<file path="config.mk">
export PLATFORM = sky130hd
export DESIGN_NAME = ordered_dither_threshold_unit
export DESIGN_NICKNAME = d
export VERILOG_FILES = /design/src/design/odt_pkg.sv /design/src/design/odt_position.sv /design/src/design/odt_threshold.sv /design/src/design/ordered_dither_threshold_unit.sv
export SDC_FILE = /design/constraint.sdc
export NUM_CORES = 1
export LEC_CHECK = 0
export BUFFER_PORTS_ARGS = -buffer_cell sky130_fd_sc_hd__buf_2
export CORE_ASPECT_RATIO = 0.7
export CORE_MARGIN = 2
export CORE_UTILIZATION = 45
export DETAILED_ROUTE_END_ITERATION = 10
export PLACE_DENSITY = 0.73
export SYNTH_ARGS = -nofsm -noshare
export SYNTH_HDL_FRONTEND = slang
export SYNTH_SLANG_ARGS = --single-unit
export TNS_END_PERCENT = 30
</file>
<file path="constraint.sdc">
create_clock -name aclk -period 15.26 [get_ports aclk]
set_input_delay 3.815 -clock aclk [delete_from_list [all_inputs] [get_ports aclk]]
set_output_delay 3.815 -clock aclk [all_outputs]
set_load 0.1 [all_outputs]
</file>
<file path="src/design/odt_pkg.sv">
// Shared types, constants and register codes for the ordered dither threshold unit.
package odt_pkg;

    // Default sizing handed to the top-level parameters.
    localparam int DEF_MAX_WIDTH   = 4096;
    localparam int DEF_MAX_LOG_DIM = 4;

    // Fixed field widths.
    localparam int SAMPLE_W     = 8;
    localparam int LOG_DIM_W    = 3;
    localparam int LINE_WIDTH_W = 13;
    localparam int CHAN_CNT_W   = 3;
    localparam int CHAN_IDX_W   = 2;
    localparam int CFG_IDX_W    = 2;
    localparam int CFG_DATA_W   = 13;

    // Channel count limit and output levels.
    localparam logic [CHAN_CNT_W-1:0] MAX_CHANNELS = 3'd4;
    localparam logic [SAMPLE_W-1:0]   LEVEL_LOW    = 8'h00;
    localparam logic [SAMPLE_W-1:0]   LEVEL_HIGH   = 8'hFF;

    // Register reset values.
    localparam logic [LOG_DIM_W-1:0]    RST_LOG_DIM       = 3'd2;
    localparam logic [LINE_WIDTH_W-1:0] RST_LINE_WIDTH    = 13'd640;
    localparam logic [CHAN_CNT_W-1:0]   RST_CHANNEL_COUNT = 3'd1;

    // Configuration register indexes.
    typedef enum logic [CFG_IDX_W-1:0] {
        CFG_LOG_DIM       = 2'd0,
        CFG_LINE_WIDTH    = 2'd1,
        CFG_CHANNEL_COUNT = 2'd2
    } cfg_index_t;

    // Raw configuration register contents.
    typedef struct packed {
        logic [LOG_DIM_W-1:0]    log_dim;
        logic [LINE_WIDTH_W-1:0] line_width;
        logic [CHAN_CNT_W-1:0]   channel_count;
    } cfg_t;

    // Base-4 digit of the 2x2 pattern, indexed by {row bit, column bit}.
    localparam logic [1:0] PATTERN_DIGIT [4] = '{2'd1, 2'd2, 2'd3, 2'd0};

endpackage

</file>
<file path="src/design/odt_position.sv">
// Raster position tracker: channel, column and row phase counters.
module odt_position #(
    parameter int MAX_WIDTH   = odt_pkg::DEF_MAX_WIDTH,
    parameter int MAX_LOG_DIM = odt_pkg::DEF_MAX_LOG_DIM
) (
    input  logic                               aclk,
    input  logic                               aresetn,
    input  odt_pkg::cfg_t                      cfg,
    input  logic                               advance,
    input  logic                               start_of_frame,
    output logic [MAX_LOG_DIM-1:0]             row_bits,
    output logic [MAX_LOG_DIM-1:0]             col_bits,
    output logic [odt_pkg::LOG_DIM_W-1:0]      log_dim_eff
);

    localparam int COL_W = (MAX_WIDTH > 2) ? $clog2(MAX_WIDTH) : 1;
    localparam int WID_W = COL_W + 1;
    localparam int EXT_W = COL_W + MAX_LOG_DIM;

    logic [COL_W-1:0]                  col_reg, col_next, col_eff;
    logic [MAX_LOG_DIM-1:0]            row_reg, row_next, row_eff;
    logic [odt_pkg::CHAN_IDX_W-1:0]    chan_reg, chan_next, chan_eff;
    logic [31:0]                       width_full;
    logic [WID_W-1:0]                  width_eff;
    logic [WID_W-1:0]                  col_inc;
    logic [odt_pkg::CHAN_CNT_W-1:0]    chans_eff;
    logic [odt_pkg::CHAN_CNT_W-1:0]    chan_inc;
    logic [EXT_W-1:0]                  col_ext;

    // Clamp the configured limits into their legal ranges.
    always_comb begin
        if (cfg.log_dim == '0) begin
            log_dim_eff = odt_pkg::LOG_DIM_W'(1);
        end else if (cfg.log_dim > odt_pkg::LOG_DIM_W'(MAX_LOG_DIM)) begin
            log_dim_eff = odt_pkg::LOG_DIM_W'(MAX_LOG_DIM);
        end else begin
            log_dim_eff = cfg.log_dim;
        end

        if (cfg.line_width == '0) begin
            width_full = 32'd1;
        end else if (32'(cfg.line_width) > 32'(MAX_WIDTH)) begin
            width_full = 32'(MAX_WIDTH);
        end else begin
            width_full = 32'(cfg.line_width);
        end
        width_eff = WID_W'(width_full);

        if (cfg.channel_count == '0) begin
            chans_eff = odt_pkg::CHAN_CNT_W'(1);
        end else if (cfg.channel_count > odt_pkg::MAX_CHANNELS) begin
            chans_eff = odt_pkg::MAX_CHANNELS;
        end else begin
            chans_eff = cfg.channel_count;
        end
    end

    // A start of frame puts this sample at the origin.
    always_comb begin
        if (start_of_frame) begin
            col_eff  = '0;
            row_eff  = '0;
            chan_eff = '0;
        end else begin
            col_eff  = col_reg;
            row_eff  = row_reg;
            chan_eff = chan_reg;
        end
        col_ext  = EXT_W'(col_eff);
        col_bits = col_ext[MAX_LOG_DIM-1:0];
        row_bits = row_eff;
    end

    // Advance channel, then column, then row; a counter at or past its limit wraps.
    always_comb begin
        col_inc   = WID_W'(col_eff) + WID_W'(1);
        chan_inc  = odt_pkg::CHAN_CNT_W'(chan_eff) + odt_pkg::CHAN_CNT_W'(1);
        col_next  = col_eff;
        row_next  = row_eff;
        chan_next = chan_eff;
        if (chan_inc >= chans_eff) begin
            chan_next = '0;
            if (col_inc >= width_eff) begin
                col_next = '0;
                row_next = row_eff + MAX_LOG_DIM'(1);
            end else begin
                col_next = col_inc[COL_W-1:0];
            end
        end else begin
            chan_next = chan_inc[odt_pkg::CHAN_IDX_W-1:0];
        end
    end

    always_ff @(posedge aclk) begin
        if (!aresetn) begin
            col_reg  <= '0;
            row_reg  <= '0;
            chan_reg <= '0;
        end else if (advance) begin
            col_reg  <= col_next;
            row_reg  <= row_next;
            chan_reg <= chan_next;
        end
    end

endmodule

</file>
<file path="src/design/odt_threshold.sv">
// Bayer index, threshold and compare for one registered sample.
module odt_threshold #(
    parameter int MAX_LOG_DIM = odt_pkg::DEF_MAX_LOG_DIM
) (
    input  logic [MAX_LOG_DIM-1:0]            row_bits,
    input  logic [MAX_LOG_DIM-1:0]            col_bits,
    input  logic [odt_pkg::LOG_DIM_W-1:0]     log_dim,
    input  logic [odt_pkg::SAMPLE_W-1:0]      sample,
    output logic [odt_pkg::SAMPLE_W-1:0]      dithered
);

    localparam int D_W = 2 * MAX_LOG_DIM;
    localparam int P_W = D_W + 1 + odt_pkg::SAMPLE_W;

    logic [D_W-1:0]                 index;
    logic [D_W:0]                   odd_index;
    logic [P_W-1:0]                 product;
    logic [P_W-1:0]                 scaled;
    logic [odt_pkg::LOG_DIM_W:0]    shift;
    logic [odt_pkg::SAMPLE_W-1:0]   thresh;

    // Interleave one base-4 digit per bit level; the top used level lands lowest.
    always_comb begin
        int sh;
        index = '0;
        for (int k = 0; k < MAX_LOG_DIM; k++) begin
            sh = 0;
            if (k < int'(log_dim)) begin
                sh    = 2 * (int'(log_dim) - 1 - k);
                index = index | (D_W'(odt_pkg::PATTERN_DIGIT[{row_bits[k], col_bits[k]}]) << sh);
            end
        end
    end

    // Threshold ((2d+1)*255) >> (2*log_dim+1); 255x is formed as 256x - x.
    always_comb begin
        odd_index = {index, 1'b1};
        product   = (P_W'(odd_index) << odt_pkg::SAMPLE_W) - P_W'(odd_index);
        shift     = {log_dim, 1'b1};
        scaled    = product >> shift;
        thresh    = scaled[odt_pkg::SAMPLE_W-1:0];
        dithered  = (sample <= thresh) ? odt_pkg::LEVEL_LOW : odt_pkg::LEVEL_HIGH;
    end

endmodule

</file>
<file path="src/design/ordered_dither_threshold_unit.sv">
// Top level of the ordered dither threshold unit: config registers and two-stage pipeline.
//
//  Channel   Direction  Handshake                    Payload
//  s_axis    in         s_axis_tvalid/s_axis_tready  tdata: sample; tuser: start_of_frame
//  m_axis    out        m_axis_tvalid/m_axis_tready  tdata: dithered
//  cfg       in         cfg_valid/cfg_ready          cfg_index, cfg_data
//
// One sample is taken per cycle unless m_axis stalls.
// The position counters update in the accept cycle; the input register feeds the
// index, threshold and compare logic into the result register.
// Stalls on m_axis back up through the result register; an empty input register still
// takes a sample while a finished result waits. cfg_ready is always high.
// aresetn is synchronous: it clears counters and valid flags and loads config defaults.
module ordered_dither_threshold_unit #(
    parameter int MAX_WIDTH   = odt_pkg::DEF_MAX_WIDTH,
    parameter int MAX_LOG_DIM = odt_pkg::DEF_MAX_LOG_DIM
) (
    input  logic                               aclk,
    input  logic                               aresetn,
    // Input stream
    input  logic                               s_axis_tvalid,
    output logic                               s_axis_tready,
    input  logic [odt_pkg::SAMPLE_W-1:0]       s_axis_tdata,   // [7:0] sample
    input  logic                               s_axis_tuser,   // [0] start_of_frame
    // Result stream
    output logic                               m_axis_tvalid,
    input  logic                               m_axis_tready,
    output logic [odt_pkg::SAMPLE_W-1:0]       m_axis_tdata,   // [7:0] dithered
    // Configuration writes
    input  logic                               cfg_valid,
    output logic                               cfg_ready,
    input  logic [odt_pkg::CFG_IDX_W-1:0]      cfg_index,
    input  logic [odt_pkg::CFG_DATA_W-1:0]     cfg_data
);

    odt_pkg::cfg_t                     cfg_reg;
    logic                              s_accept;
    logic                              out_load;
    logic [MAX_LOG_DIM-1:0]            row_bits, col_bits;
    logic [odt_pkg::LOG_DIM_W-1:0]     log_dim_eff;
    logic [odt_pkg::SAMPLE_W-1:0]      dithered;

    logic                              s1_valid_reg, s1_valid_next;
    logic [odt_pkg::SAMPLE_W-1:0]      s1_sample_reg;
    logic [MAX_LOG_DIM-1:0]            s1_row_reg, s1_col_reg;
    logic [odt_pkg::LOG_DIM_W-1:0]     s1_lg_reg;
    logic                              out_valid_reg, out_valid_next;
    logic [odt_pkg::SAMPLE_W-1:0]      out_data_reg;

    // Configuration register writes.
    assign cfg_ready = 1'b1;

    always_ff @(posedge aclk) begin
        if (!aresetn) begin
            cfg_reg.log_dim       <= odt_pkg::RST_LOG_DIM;
            cfg_reg.line_width    <= odt_pkg::RST_LINE_WIDTH;
            cfg_reg.channel_count <= odt_pkg::RST_CHANNEL_COUNT;
        end else if (cfg_valid && cfg_ready) begin
            case (odt_pkg::cfg_index_t'(cfg_index))
                odt_pkg::CFG_LOG_DIM: begin
                    cfg_reg.log_dim <= cfg_data[odt_pkg::LOG_DIM_W-1:0];
                end
                odt_pkg::CFG_LINE_WIDTH: begin
                    cfg_reg.line_width <= cfg_data[odt_pkg::LINE_WIDTH_W-1:0];
                end
                odt_pkg::CFG_CHANNEL_COUNT: begin
                    cfg_reg.channel_count <= cfg_data[odt_pkg::CHAN_CNT_W-1:0];
                end
                default: begin
                end
            endcase
        end
    end

    // Handshake flow between the two stages.
    assign out_load       = s1_valid_reg && (!out_valid_reg || m_axis_tready);
    assign s_axis_tready  = !s1_valid_reg || out_load;
    assign s_accept       = s_axis_tvalid && s_axis_tready;
    assign s1_valid_next  = s_accept ? 1'b1 : (out_load ? 1'b0 : s1_valid_reg);
    assign out_valid_next = out_load ? 1'b1 : (m_axis_tready ? 1'b0 : out_valid_reg);

    odt_position #(
        .MAX_WIDTH   (MAX_WIDTH),
        .MAX_LOG_DIM (MAX_LOG_DIM)
    ) u_position (
        .aclk           (aclk),
        .aresetn        (aresetn),
        .cfg            (cfg_reg),
        .advance        (s_accept),
        .start_of_frame (s_axis_tuser),
        .row_bits       (row_bits),
        .col_bits       (col_bits),
        .log_dim_eff    (log_dim_eff)
    );

    // Input register: sample with its matrix position.
    always_ff @(posedge aclk) begin
        if (!aresetn) begin
            s1_valid_reg <= 1'b0;
        end else begin
            s1_valid_reg <= s1_valid_next;
        end
        if (s_accept) begin
            s1_sample_reg <= s_axis_tdata;
            s1_row_reg    <= row_bits;
            s1_col_reg    <= col_bits;
            s1_lg_reg     <= log_dim_eff;
        end
    end

    odt_threshold #(
        .MAX_LOG_DIM (MAX_LOG_DIM)
    ) u_threshold (
        .row_bits (s1_row_reg),
        .col_bits (s1_col_reg),
        .log_dim  (s1_lg_reg),
        .sample   (s1_sample_reg),
        .dithered (dithered)
    );

    // Result register.
    always_ff @(posedge aclk) begin
        if (!aresetn) begin
            out_valid_reg <= 1'b0;
        end else begin
            out_valid_reg <= out_valid_next;
        end
        if (out_load) begin
            out_data_reg <= dithered;
        end
    end

    assign m_axis_tvalid = out_valid_reg;
    assign m_axis_tdata  = out_data_reg;

`ifndef NO_ASSERTIONS
    // An empty input register always takes a sample.
    a_ready_when_empty: assert property (@(posedge aclk) disable iff (!aresetn)
        !s1_valid_reg |-> s_axis_tready)
        else $error("input stage empty but not ready");

    // A held sample is not dropped while the result register is stalled.
    a_no_drop: assert property (@(posedge aclk) disable iff (!aresetn)
        (s1_valid_reg && out_valid_reg && !m_axis_tready) |=> s1_valid_reg)
        else $error("held sample lost during output stall");

    // Every delivered result is one of the two output levels.
    a_two_levels: assert property (@(posedge aclk) disable iff (!aresetn)
        m_axis_tvalid |-> (m_axis_tdata == odt_pkg::LEVEL_LOW ||
                           m_axis_tdata == odt_pkg::LEVEL_HIGH))
        else $error("result is neither low nor high level");
`endif

endmodule
</file>
==> results of run 1 <==
==> stage by stage <==
step	cells	utilization [%]	setup slack (ns)	instance area [sq um]
floorplan	547	-	6.85	4570
global placement	685	48.9	6.94	4790
detailed placement	685	48.9	6.91	4790
CTS	700	51.9	6.90	5080
global route	700	51.9	6.87	5080
finish	700	51.9	6.91	5080
==> layer usage <==
layer | vias up | GRT usage, %
met5 | - | 0
met4 | 0 | 4.90
met3 | 13 | 4.05
met2 | 136 | 31.0
met1 | 1831 | 25.8
li1 | 2002 | -
==> final timing paths <==
path,slack [ns],depth (start not counted),end,from
worst max register to register,8.36,22,m_axis_tdata[6],s1_lg_reg[1]
worst min register to register,0.47,2,u_position.chan_reg[1],u_position.chan_reg[1]
worst max-delay path,6.91,4,s_axis_tready,m_axis_tready
worst min-delay path,0.47,2,u_position.chan_reg[1],u_position.chan_reg[1]
==> final cells by class <==
type                            count  area (sq um)  share of cell area (%)
Multi-Input combinational cell    429          2930                    57.7
Sequential cell                    59          1380                    27.2
Clock buffer                       12           278                    5.47
Timing Repair Buffer               39           198                    3.89
Tap cell                          128           160                    3.15
Inverter                           30           113                    2.22
Clock inverter                      3          18.8                   0.369
==> worst max-delay path, stage by stage <==
cell                      delay, ns
sky130_fd_sc_hd__buf_2         0.10
sky130_fd_sc_hd__nor2b_1       0.22
sky130_fd_sc_hd__nand2_1       0.10
sky130_fd_sc_hd__buf_2         0.30
==> report_power, final <==
group / internal [mW] / switching, mW / total, mW / leakage (nW)
registers: 0.169 / 0.00472 / 0.174 / 0.515
logic: 0.0414 / 0.0798 / 0.121 / 1.41
clock network: 0.127 / 0.0670 / 0.194 / 0.146
total: 0.338 / 0.152 / 0.489 / 2.07
==> placed cells by master, fill, tap and decap left out, types with 5 or more instances in the layout <==
cell / synthesis / final
sky130_fd_sc_hd__a21boi_0: 19 / 19
sky130_fd_sc_hd__a21o_1: 6 / 6
sky130_fd_sc_hd__a21oi_1: 27 / 27
sky130_fd_sc_hd__a22oi_1: 9 / 9
sky130_fd_sc_hd__and3_1: 9 / 9
sky130_fd_sc_hd__buf_2: 0 / 38
sky130_fd_sc_hd__clkbuf_16: 0 / 10
sky130_fd_sc_hd__dfxtp_1: 39 / 39
sky130_fd_sc_hd__edfxtp_1: 20 / 20
sky130_fd_sc_hd__ha_1: 50 / 50
sky130_fd_sc_hd__inv_1: 28 / 28
sky130_fd_sc_hd__mux2i_1: 5 / 5
sky130_fd_sc_hd__nand2_1: 70 / 70
sky130_fd_sc_hd__nand2b_1: 6 / 6
sky130_fd_sc_hd__nand3_1: 19 / 19
sky130_fd_sc_hd__nor2_1: 37 / 37
sky130_fd_sc_hd__nor2b_1: 29 / 29
sky130_fd_sc_hd__nor3_1: 12 / 12
sky130_fd_sc_hd__nor4_1: 6 / 6
sky130_fd_sc_hd__o21ai_0: 20 / 20
sky130_fd_sc_hd__or2_2: 5 / 5
sky130_fd_sc_hd__xnor2_1: 7 / 7
sky130_fd_sc_hd__xor2_1: 13 / 13
==> kinds of logic (layout without fill, tap and decap cells) <==
| group | after synthesis | in the layout | synth area share (%) |
|---|---|---|---|
| AO/OA/AOI/OAI | 135 | 135 | 21.0 |
| adder cells (fa/ha/maj) | 50 | 50 | 13.7 |
| AND/OR/NAND/NOR | 216 | 216 | 24.0 |
| flip-flops | 59 | 59 | 30.2 |
| other | 1 | 1 | 0.0821 |
| multiplexers | 7 | 7 | 1.59 |
| buffers and inverters | 59 | 84 | 5.51 |
| XOR/XNOR | 20 | 20 | 3.84 |
==> summary.md, run 1 <==
| Metric | Value |
|---|---|
| Result of the run | `finished, final reports clean` |
| Worst vdd ir | `0.0758 mV` |
| Number of nets in the layout | `647` |
| # port buffers | `38` |
| Number of clock sinks | `59` |
| Number of violations reported at the end of detailed-routing iteration 0 | `401` |
| Per-cell via count in the routed design | `5.69` |
| Initial antenna violation count | `0` |
| DIE AREA | `11000 sq um` |
| Top layer in use | `met4` |
| Global-route wire length before repair | `17100 microns` |
| Detailed route wirelength on metal3 | `589 microns` |
| Worst rel slew slack | `14.2%` |
| Final cycle utilization of the critical path | `54.7%` |
| Number of max-slew violations in the final report | `0` |
| Register area share after synthesis | `30.2%` |
| Clock tree root buffer cell | `sky130_fd_sc_hd__clkbuf_16` |
| Count of vias placed by the detailed router | `3982` |
| Post-synthesis instance area | `4570 sq um` |
| CTS Hold Buffers Added | `0` |
| Average wire per standard cell | `14.4 microns` |
| Total Neg Setup Slack | `0 ns` |
| Fin crit period | `8.35 ns` |
| Routed wire length | `10100 microns` |
| Met1 Wirelength | `5010 microns` |
| Global route overflow | `0` |
| Standard-cell row count | `30` |
| Worst setup EP type | `output pin` |
| TritonRoute pass-1 iters | `5` |
| Leakage power | `2.07 nW` |
| Routed met2 length | `4420 microns` |
| Fraction of synthesized cell area taken by the top area cell type | `17.1%` |
| Startpoint kind of the worst setup timing path | `input pin` |
| Maximum number of pins on one net before global-route repair | `41` |
| I/O pin count | `40` |
| Dominant cell type by area after synthesis | `sky130_fd_sc_hd__dfxtp_1` |
| Number of gates resized after cts | `0` |
| Clock insertion delay at the later pin of the skew report | `0.32 ns` |
| Max Clk Rate | `120 MHz` |
| Path type of the worst setup path | `input pin to output pin` |
| Number of remaining DRC errors | `0` |
| Number of warning messages in the yosys log | `0` |
| Final Power | `0.489 mW` |
| Overall global routing resource usage | `18.9%` |
| Area growth, synth to finish | `11.3%` |
| Post-synthesis cell count | `547` |
| Core area | `9800 sq um` |
| Die height | `88.3 microns` |
| Critical-path maximum fanout | `4` |
| Total CTS buffers | `9` |
| Routability cong. | `0.887` |
| Post-synthesis async set-or-reset flop share | `0%` |
| # Post-CTS Setup Buffers | `0` |
| Post-synth net total | `626` |
| Remaining number of nets flagged by the antenna check after routing | `0` |
| Top FF cell, synth | `sky130_fd_sc_hd__dfxtp_1` |
| Clock Tree Buf Depth | `2` |
| Power per Cell Area | `96.2 nW/um^2` |
| Flop and latch count out of synthesis | `59` |
| Top-count cell post-synth | `sky130_fd_sc_hd__nand2_1` |
| Crit path required time | `11.44 ns` |
| Number of unique standard cell types used by synthesis | `68` |
| Flip-flop count of the largest register after layout | `19` |
| Worst Max-Slew Pin Slew | `1.28 ns` |
| Worst-case clock skew | `0.00601 ns` |
| Cell types with the highest counts after synthesis | `sky130_fd_sc_hd__nand2_1, sky130_fd_sc_hd__ha_1, sky130_fd_sc_hd__dfxtp_1, sky130_fd_sc_hd__nor2_1, sky130_fd_sc_hd__nor2b_1` |
| Worst hold path type | `flip-flop to flip-flop` |
| H-tree levels | `3` |
| Post-synthesis average cell area | `8.35 sq um` |
| Cell types occupying the most area after synthesis | `sky130_fd_sc_hd__dfxtp_1, sky130_fd_sc_hd__ha_1, sky130_fd_sc_hd__edfxtp_1` |
| Clock-pin transition on the worst setup and hold timing paths | `0.05 ns` |
| Initial core utilization | `46.6%` |
| Max cap viols | `0` |
| Signal arrival time at the worst endpoint | `4.54 ns` |
| FILL cells | `890` |
| Final setup vio count | `0` |
| Ant diodes | `0` |
| EDFF count, synth | `20` |
| Share of layout cells above drive strength 1 | `12.4%` |
| Via count of the first global-routing pass | `3674` |
| DIE WIDTH | `124 microns` |
| Post-DP HPWL | `7450 microns` |
| Setup repair after global routing missed its margin | `no` |
| Final Hold Slack | `0.469 ns` |
| CTS tree | `built` |
| Hold Violations, Final | `0` |
No activity file was read; power rests on OpenSTA's default activity.
==> inputs of run 2 (changes only) <==
==> constraint.sdc (replaced) <==
create_clock -name aclk -period 8.4 [get_ports aclk]
set_input_delay 2.1 -clock aclk [delete_from_list [all_inputs] [get_ports aclk]]
set_output_delay 2.1 -clock aclk [all_outputs]
set_load 0.1 [all_outputs]
==> summary.md, run 2 (synthesis results as in run 1) <==
| Metric | Value |
|---|---|
| Result of the run | `finished, final reports clean` |
| Area growth, synth to finish | `10.9%` |
| Flip-flop count of the largest register after layout | `19 (unchanged)` |
| Leakage power | `2.06 nW (-0.47%)` |
| Worst rel slew slack | `21.2% (+7.0 points)` |
| Fin crit period | `6.97 ns` |
| Final setup vio count | `0 (unchanged)` |
| TritonRoute pass-1 iters | `5 (unchanged)` |
| Peak per-stage delay on the critical path | `0.96 ns (+0.66 ns)` |
| Final Instance Count excl. Fillers | `701 (+0.14%)` |
| Number of gates resized after cts | `0 (unchanged)` |
| Routed wire length | `10800 microns (+6.6%)` |
| Worst hold path type | `flip-flop to flip-flop` |
| Signal arrival time at the worst endpoint | `7.04 ns (+2.50 ns)` |
| Total Neg Setup Slack | `0 ns (unchanged)` |
| Worst-path cell chain | `inv_1 -> ha_1 -> inv_1 -> ha_1 -> nor2_1 -> o21ai_0 -> ha_1 -> or4b_4 -> nor4_4 -> a2bb2oi_4 -> ha_1 -> o211ai_2 -> nor4_1 -> mux2_2 -> o21ai_0 -> a21oi_1 -> ha_1 -> a21o_1 -> a21o_1 -> a21oi_1 -> a22oi_1` |
| I/O pin count | `40 (unchanged)` |
| Setup WS pre-CTS | `1.62 ns (-5.29 ns)` |
| Initial core utilization | `46.6% (unchanged)` |
| Clock Tree Buf Depth | `2 (unchanged)` |
| Share of layout cells above drive strength 1 | `12.4% (-0.022 points)` |
| Count of vias placed by the detailed router | `4027 (+1.1%)` |
| Post-DP HPWL | `7910 microns (+6.1%)` |
| Worst vdd ir | `0.152 mV (+100%)` |
| Number of violations reported at the end of detailed-routing iteration 0 | `292 (-27%)` |
| Most used cells in the layout excluding fill and tap cells | `sky130_fd_sc_hd__nand2_1, sky130_fd_sc_hd__ha_1, sky130_fd_sc_hd__dfxtp_1` |
| Initial antenna violation count | `0 (unchanged)` |
| DIE WIDTH | `124 microns (unchanged)` |
| Startpoint kind of the worst setup timing path | `flip-flop` |
| Critical-path maximum fanout | `30 (+26)` |
| Cell at the slowest stage of the critical path | `sky130_fd_sc_hd__edfxtp_1` |
| Global route overflow | `0 (unchanged)` |
| Overall global routing resource usage | `20.4% (+1.4 points)` |
| Clock tree root buffer cell | `sky130_fd_sc_hd__clkbuf_16` |
| Remaining number of nets flagged by the antenna check after routing | `0 (unchanged)` |
| Max cap viols | `0 (unchanged)` |
| Cell family with most CP delay | `adder cells` |
| Max Clk Rate | `143 MHz` |
| Path type of the worst setup path | `flip-flop to flip-flop` |
| Hold Violations, Final | `0 (unchanged)` |
| Number of remaining DRC errors | `0 (unchanged)` |
| Final cycle utilization of the critical path | `83.0%` |
| Worst-case clock skew | `0.00576 ns (-0.000248 ns)` |
| Crit path required time | `8.47 ns (-2.97 ns)` |
| Worst setup EP type | `flip-flop` |
| Via count of the first global-routing pass | `3756 (+2.2%)` |
| Per-cell via count in the routed design | `5.74 (+0.99%)` |
| Leading cell type in the layout, fill and taps excluded | `sky130_fd_sc_hd__nand2_1` |
| CTS Hold Buffers Added | `0 (unchanged)` |
| Final Power | `0.881 mW (+80%)` |
| Average wire per standard cell | `15.4 microns (+6.5%)` |
| Setup WS post-layout | `1.43 ns (-5.48 ns)` |
| Number of clock sinks | `59 (unchanged)` |
| Global-route wire length before repair | `18100 microns (+5.9%)` |
| H-tree levels | `3 (unchanged)` |
| Clock-pin transition on the worst setup and hold timing paths | `0.05 ns (about the same)` |
| Worst Max-Slew Pin Slew | `1.17 ns (-0.104 ns)` |
| Number of nets in the layout | `647 (unchanged)` |
| Core area | `9800 sq um (unchanged)` |
| Number of max-slew violations in the final report | `0 (unchanged)` |
| # port buffers | `38 (unchanged)` |
| Standard-cell row count | `30 (unchanged)` |
| DIE AREA | `11000 sq um (unchanged)` |
| Setup repair after global routing missed its margin | `no` |
| Buf+Inv Stages, Crit Path | `2 (unchanged)` |
| Final Hold Slack | `0.467 ns (-0.00225 ns)` |
| Number of placed instances with taps included | `685 (unchanged)` |
| # Post-CTS Setup Buffers | `0 (unchanged)` |
| CTS tree | `built` |
| Die height | `88.3 microns (unchanged)` |
| Power per Cell Area | `174 nW/um^2 (+81%)` |
| CP most frequent cell | `sky130_fd_sc_hd__ha_1` |
| Maximum number of pins on one net before global-route repair | `41 (unchanged)` |
| Total CTS buffers | `9 (unchanged)` |
| Ant diodes | `0 (unchanged)` |
| Clock insertion delay at the later pin of the skew report | `0.33 ns (about the same)` |
| Routability cong. | `0.908 (+2.4%)` |
run 2: worst paths after layout:
kind / end / cells past startpoint / slack (ns) / from
hold reg to reg: u_position.chan_reg[1] / 2 / 0.47 / u_position.chan_reg[1]
hold / removal: u_position.chan_reg[1] / 2 / 0.47 / u_position.chan_reg[1]
setup / recovery: m_axis_tdata[6] / 21 / 1.43 / s1_lg_reg[0]
setup reg to reg: m_axis_tdata[6] / 21 / 1.43 / s1_lg_reg[0]
run 2: through the flow:
stage | instance area (sq um) | utilization, %
6_report | 5060 | 51.7
5_1_grt | 5060 | 51.7
4_1_cts | 5060 | 51.7
3_5_place_dp | 4790 | 48.9
3_3_place_gp | 4790 | 48.9
2_1_floorplan | 4570 | -
run 2: layout make-up:
class                      instances  area (sq um)
clock buffer                      11           243
clock inverter                     5          36.3
fill                             883          4730
inverter                          30           113
multi-input combinational        429          2930
sequential                        59          1380
tap                              128           160
timing repair buffer              39           198
run 2: layer usage:
metal  up-vias  global-route usage [%]  share of wire, %
met2       124                    31.3                43
li1       2011                       -                 -
met5         -                       0                 0
met3        16                    6.05               6.0
met1      1876                    27.6                49
met4         0                    7.05               1.5
run 2: worst register-to-register path, stage by stage, from the launching register on:
cell                        delay, ns
sky130_fd_sc_hd__edfxtp_1        0.96
sky130_fd_sc_hd__inv_1           0.45
sky130_fd_sc_hd__ha_1            0.85
sky130_fd_sc_hd__inv_1           0.26
sky130_fd_sc_hd__ha_1            0.29
sky130_fd_sc_hd__nor2_1          0.09
sky130_fd_sc_hd__o21ai_0         0.08
sky130_fd_sc_hd__ha_1            0.29
sky130_fd_sc_hd__or4b_4          0.52
sky130_fd_sc_hd__nor4_4          0.41
sky130_fd_sc_hd__a2bb2oi_4       0.26
sky130_fd_sc_hd__ha_1            0.28
sky130_fd_sc_hd__o211ai_2        0.20
sky130_fd_sc_hd__nor4_1          0.29
sky130_fd_sc_hd__mux2_2          0.37
sky130_fd_sc_hd__o21ai_0         0.11
sky130_fd_sc_hd__a21oi_1         0.12
sky130_fd_sc_hd__ha_1            0.31
sky130_fd_sc_hd__a21o_1          0.18
sky130_fd_sc_hd__a21o_1          0.17
sky130_fd_sc_hd__a21oi_1         0.13
sky130_fd_sc_hd__a22oi_1         0.10
run 2: report_power, final:
group          internal [mW]  switching (mW)  total [mW]  leakage (nW)
clock network          0.209           0.133       0.341         0.136
registers              0.307          0.0121       0.319         0.515
logic                 0.0756           0.145       0.221          1.41
==> inputs of run 3 (changes only) <==
--- a/config.mk
+++ b/config.mk
@@ -10,7 +10,7 @@
 export CORE_MARGIN = 2
 export CORE_UTILIZATION = 45
 export DETAILED_ROUTE_END_ITERATION = 10
-export PLACE_DENSITY = 0.73
+export PLACE_DENSITY = 0.75
 export SYNTH_ARGS = -nofsm -noshare
 export SYNTH_HDL_FRONTEND = slang
 export SYNTH_SLANG_ARGS = --single-unit
==> constraint.sdc (replaced) <==
create_clock -name aclk -period 6.3 [get_ports aclk]
set_input_delay 1.575 -clock aclk [delete_from_list [all_inputs] [get_ports aclk]]
set_output_delay 1.575 -clock aclk [all_outputs]
set_load 0.1 [all_outputs]
==> summary.md, run 3 (synthesis results as in run 1) <==
| Metric | Value |
|---|---|
| Number of nets in the layout | `655 (+1.2%)` |
| Remaining number of nets flagged by the antenna check after routing | `0 (unchanged)` |
| Worst vdd ir | `0.180 mV (+18%)` |
| Maximum number of pins on one net before global-route repair | `41 (unchanged)` |
| Clock Tree Buf Depth | `2 (unchanged)` |
| Post-DP HPWL | `8000 microns (+1.1%)` |
| Flip-flop count of the largest register after layout | `19 (unchanged)` |
| Startpoint kind of the worst setup timing path | `flip-flop` |
| Worst-case clock skew | `0.00879 ns (+0.00303 ns)` |
| Count of vias placed by the detailed router | `4075 (+1.2%)` |
| Max Clk Rate | `168 MHz (+17%)` |
| Overall global routing resource usage | `20.3% (-0.032 points)` |
| Crit path required time | `6.37 ns (-2.10 ns)` |
| Number of violations reported at the end of detailed-routing iteration 0 | `429 (+47%)` |
| Switching Share | `30.9% (-2.0 points)` |
| Area growth, synth to finish | `13.3%` |
| Global route overflow | `0 (unchanged)` |
| Final cycle utilization of the critical path | `94.6% (+12 points)` |
| Clock insertion delay at the later pin of the skew report | `0.33 ns (about the same)` |
| Result of the run | `finished, final reports clean` |
| DIE WIDTH | `124 microns (unchanged)` |
| Power per Cell Area | `239 nW/um^2 (+37%)` |
| Total area of sequential cells | `1380 sq um (unchanged)` |
| Fin crit period | `5.96 ns (-1.01 ns)` |
| FILL cells | `902 (+2.2%)` |
| Max cap viols | `0 (unchanged)` |
| Initial core utilization | `46.6% (unchanged)` |
| Share of layout cells above drive strength 1 | `13.9% (+1.6 points)` |
| I/O pin count | `40 (unchanged)` |
| Setup repair after global routing missed its margin | `no` |
| CTS tree | `built` |
| Total CTS buffers | `9 (unchanged)` |
| Net switching component of the power | `0.383 mW (+32%)` |
| Most used cells in the layout excluding fill and tap cells | `sky130_fd_sc_hd__nand2_1, sky130_fd_sc_hd__ha_1, sky130_fd_sc_hd__dfxtp_1` |
| Number of max-slew violations in the final report | `0 (unchanged)` |
| Worst Max-Slew Pin Slew | `1.18 ns (+0.00350 ns)` |
| Path type of the worst setup path | `flip-flop to flip-flop` |
| CTS Hold Buffers Added | `0 (unchanged)` |
| Initial antenna violation count | `0 (unchanged)` |
| Final Hold Slack | `0.456 ns (-0.0111 ns)` |
| Worst rel slew slack | `21.0% (-0.24 points)` |
| Critical-path maximum fanout | `8 (-73%)` |
| Total Neg Setup Slack | `0 ns (unchanged)` |
| Via count of the first global-routing pass | `3777 (+0.56%)` |
| Multi-input logic area | `2940 sq um (+0.21%)` |
| Worst Setup SP | `s1_lg_reg[1]` |
| R2r startpoint | `s1_lg_reg[1]` |
| Number of remaining DRC errors | `0 (unchanged)` |
| Ant diodes | `0 (unchanged)` |
| TritonRoute pass-1 iters | `5 (unchanged)` |
| Die height | `88.3 microns (unchanged)` |
| Clock tree root buffer cell | `sky130_fd_sc_hd__clkbuf_16` |
| Per-cell via count in the routed design | `5.75 (about the same)` |
| Hold Violations, Final | `0 (unchanged)` |
| Sequential share of power | `33.8% (-2.4 points)` |
| H-tree levels | `3 (unchanged)` |
| Hold Startpoint | `u_position.chan_reg[1]` |
| Global-route wire length before repair | `18200 microns (+0.54%)` |
| DIE AREA | `11000 sq um (unchanged)` |
| Standard-cell row count | `30 (unchanged)` |
| Final Power | `1.24 mW (+40%)` |
| Signal arrival time at the worst endpoint | `6.03 ns (-1.01 ns)` |
| Leading cell type in the layout, fill and taps excluded | `sky130_fd_sc_hd__nand2_1` |
| Routability cong. | `0.892 (-1.8%)` |
| # Post-CTS Setup Buffers | `0 (unchanged)` |
| Core area | `9800 sq um (unchanged)` |
| Number of clock sinks | `59 (unchanged)` |
| Total internal power | `0.854 mW (+45%)` |
| Average wire per standard cell | `15.2 microns (-1.2%)` |
| # port buffers | `38 (unchanged)` |
| Part of the power in combinational logic | `24.9% (-0.2 points)` |
| Clock-pin transition on the worst setup and hold timing paths | `0.06 ns (about the same)` |
| Routed wire length | `10800 microns (-0.10%)` |
| Worst setup EP type | `flip-flop` |
| Leakage power | `2.12 nW (+2.8%)` |
| Clock group share of total power | `41.3% (+2.6 points)` |
| Number of gates resized after cts | `0 (unchanged)` |
| Final setup vio count | `0 (unchanged)` |
| Worst hold path type | `flip-flop to flip-flop` |
==> run 3: cell count changes in the layout (fill, tap and decap cells not counted) <==
cell	change
sky130_fd_sc_hd__buf_4	+8
sky130_fd_sc_hd__inv_4	-1
sky130_fd_sc_hd__bufinv_16	+1
sky130_fd_sc_hd__clkbuf_1	-1
sky130_fd_sc_hd__clkbuf_16	+1
sky130_fd_sc_hd__nor4bb_1	-1
sky130_fd_sc_hd__nor4bb_2	+1
sky130_fd_sc_hd__inv_6	-1
sky130_fd_sc_hd__clkinvlp_4	+1
==> run 3: path summary, 6_finish.rpt <==
check	to	slack, ns	cells after the start
worst max-delay path	m_axis_tdata[6]	0.34	21
worst min-delay path	u_position.chan_reg[1]	0.46	2
worst max register to register	m_axis_tdata[6]	0.34	21
worst min register to register	u_position.chan_reg[1]	0.46	2
==> run 3: worst max-delay path, cell delays in order, from the launching register on <==
cell	delay, ns
sky130_fd_sc_hd__edfxtp_1	0.41
sky130_fd_sc_hd__clkinv_1	0.08
sky130_fd_sc_hd__ha_1	0.23
sky130_fd_sc_hd__xor2_1	0.48
sky130_fd_sc_hd__inv_1	0.25
sky130_fd_sc_hd__ha_1	0.27
sky130_fd_sc_hd__a21o_1	0.17
sky130_fd_sc_hd__ha_1	0.26
sky130_fd_sc_hd__or4b_4	0.56
sky130_fd_sc_hd__nor4_4	0.41
sky130_fd_sc_hd__a2bb2oi_4	0.24
sky130_fd_sc_hd__ha_1	0.27
sky130_fd_sc_hd__o211ai_2	0.21
sky130_fd_sc_hd__nor4_1	0.28
sky130_fd_sc_hd__mux2_2	0.37
sky130_fd_sc_hd__o21ai_0	0.14
sky130_fd_sc_hd__a21oi_1	0.12
sky130_fd_sc_hd__ha_1	0.31
sky130_fd_sc_hd__a21o_1	0.18
sky130_fd_sc_hd__a21o_1	0.17
sky130_fd_sc_hd__a21oi_1	0.18
sky130_fd_sc_hd__a22oi_1	0.11
==> run 3: final cells by class <==
cell class	count	area share, %
well taps	128	3.09
clock buffers	11	5.10
repair buffers	47	4.98
multi-input cells	429	56.8
clock inverters	5	1.14
inverters	30	2.18
flip-flops and latches	59	26.7
==> run 3: power by group through the flow <==
stage	clock network [mW]	logic, mW	registers [mW]
2_1_floorplan	0	0.230	0.431
3_3_place_gp	0	0.291	0.424
3_5_place_dp	0	0.300	0.425
4_1_cts	0.523	0.302	0.417
5_1_grt	0.540	0.339	0.419
6_report	0.511	0.308	0.418
==> run 3: metrics by stage <==
| step | instance area, sq um | instances | utilization, % | setup slack [ns] |
|---|---|---|---|---|
| 2_1_floorplan | 4570 | 547 | - | 0.598 |
| 3_3_place_gp | 4850 | 693 | 49.5 | 0.751 |
| 3_5_place_dp | 4850 | 693 | 49.5 | 0.457 |
| 4_1_cts | 5170 | 709 | 52.8 | 0.468 |
| 5_1_grt | 5170 | 709 | 52.8 | 0.0763 |
| 6_report | 5170 | 709 | 52.8 | 0.337 |
==> run 3: per-layer routing <==
layer	part of all wire, %	global-route usage [%]	up-vias	wire length, microns
li1	-	-	2021	-
met5	0	0	-	0
met2	42	31.1	161	4520
met3	6.7	4.29	14	721
met4	1.4	7.25	0	153
met1	50	28.7	1879	5360
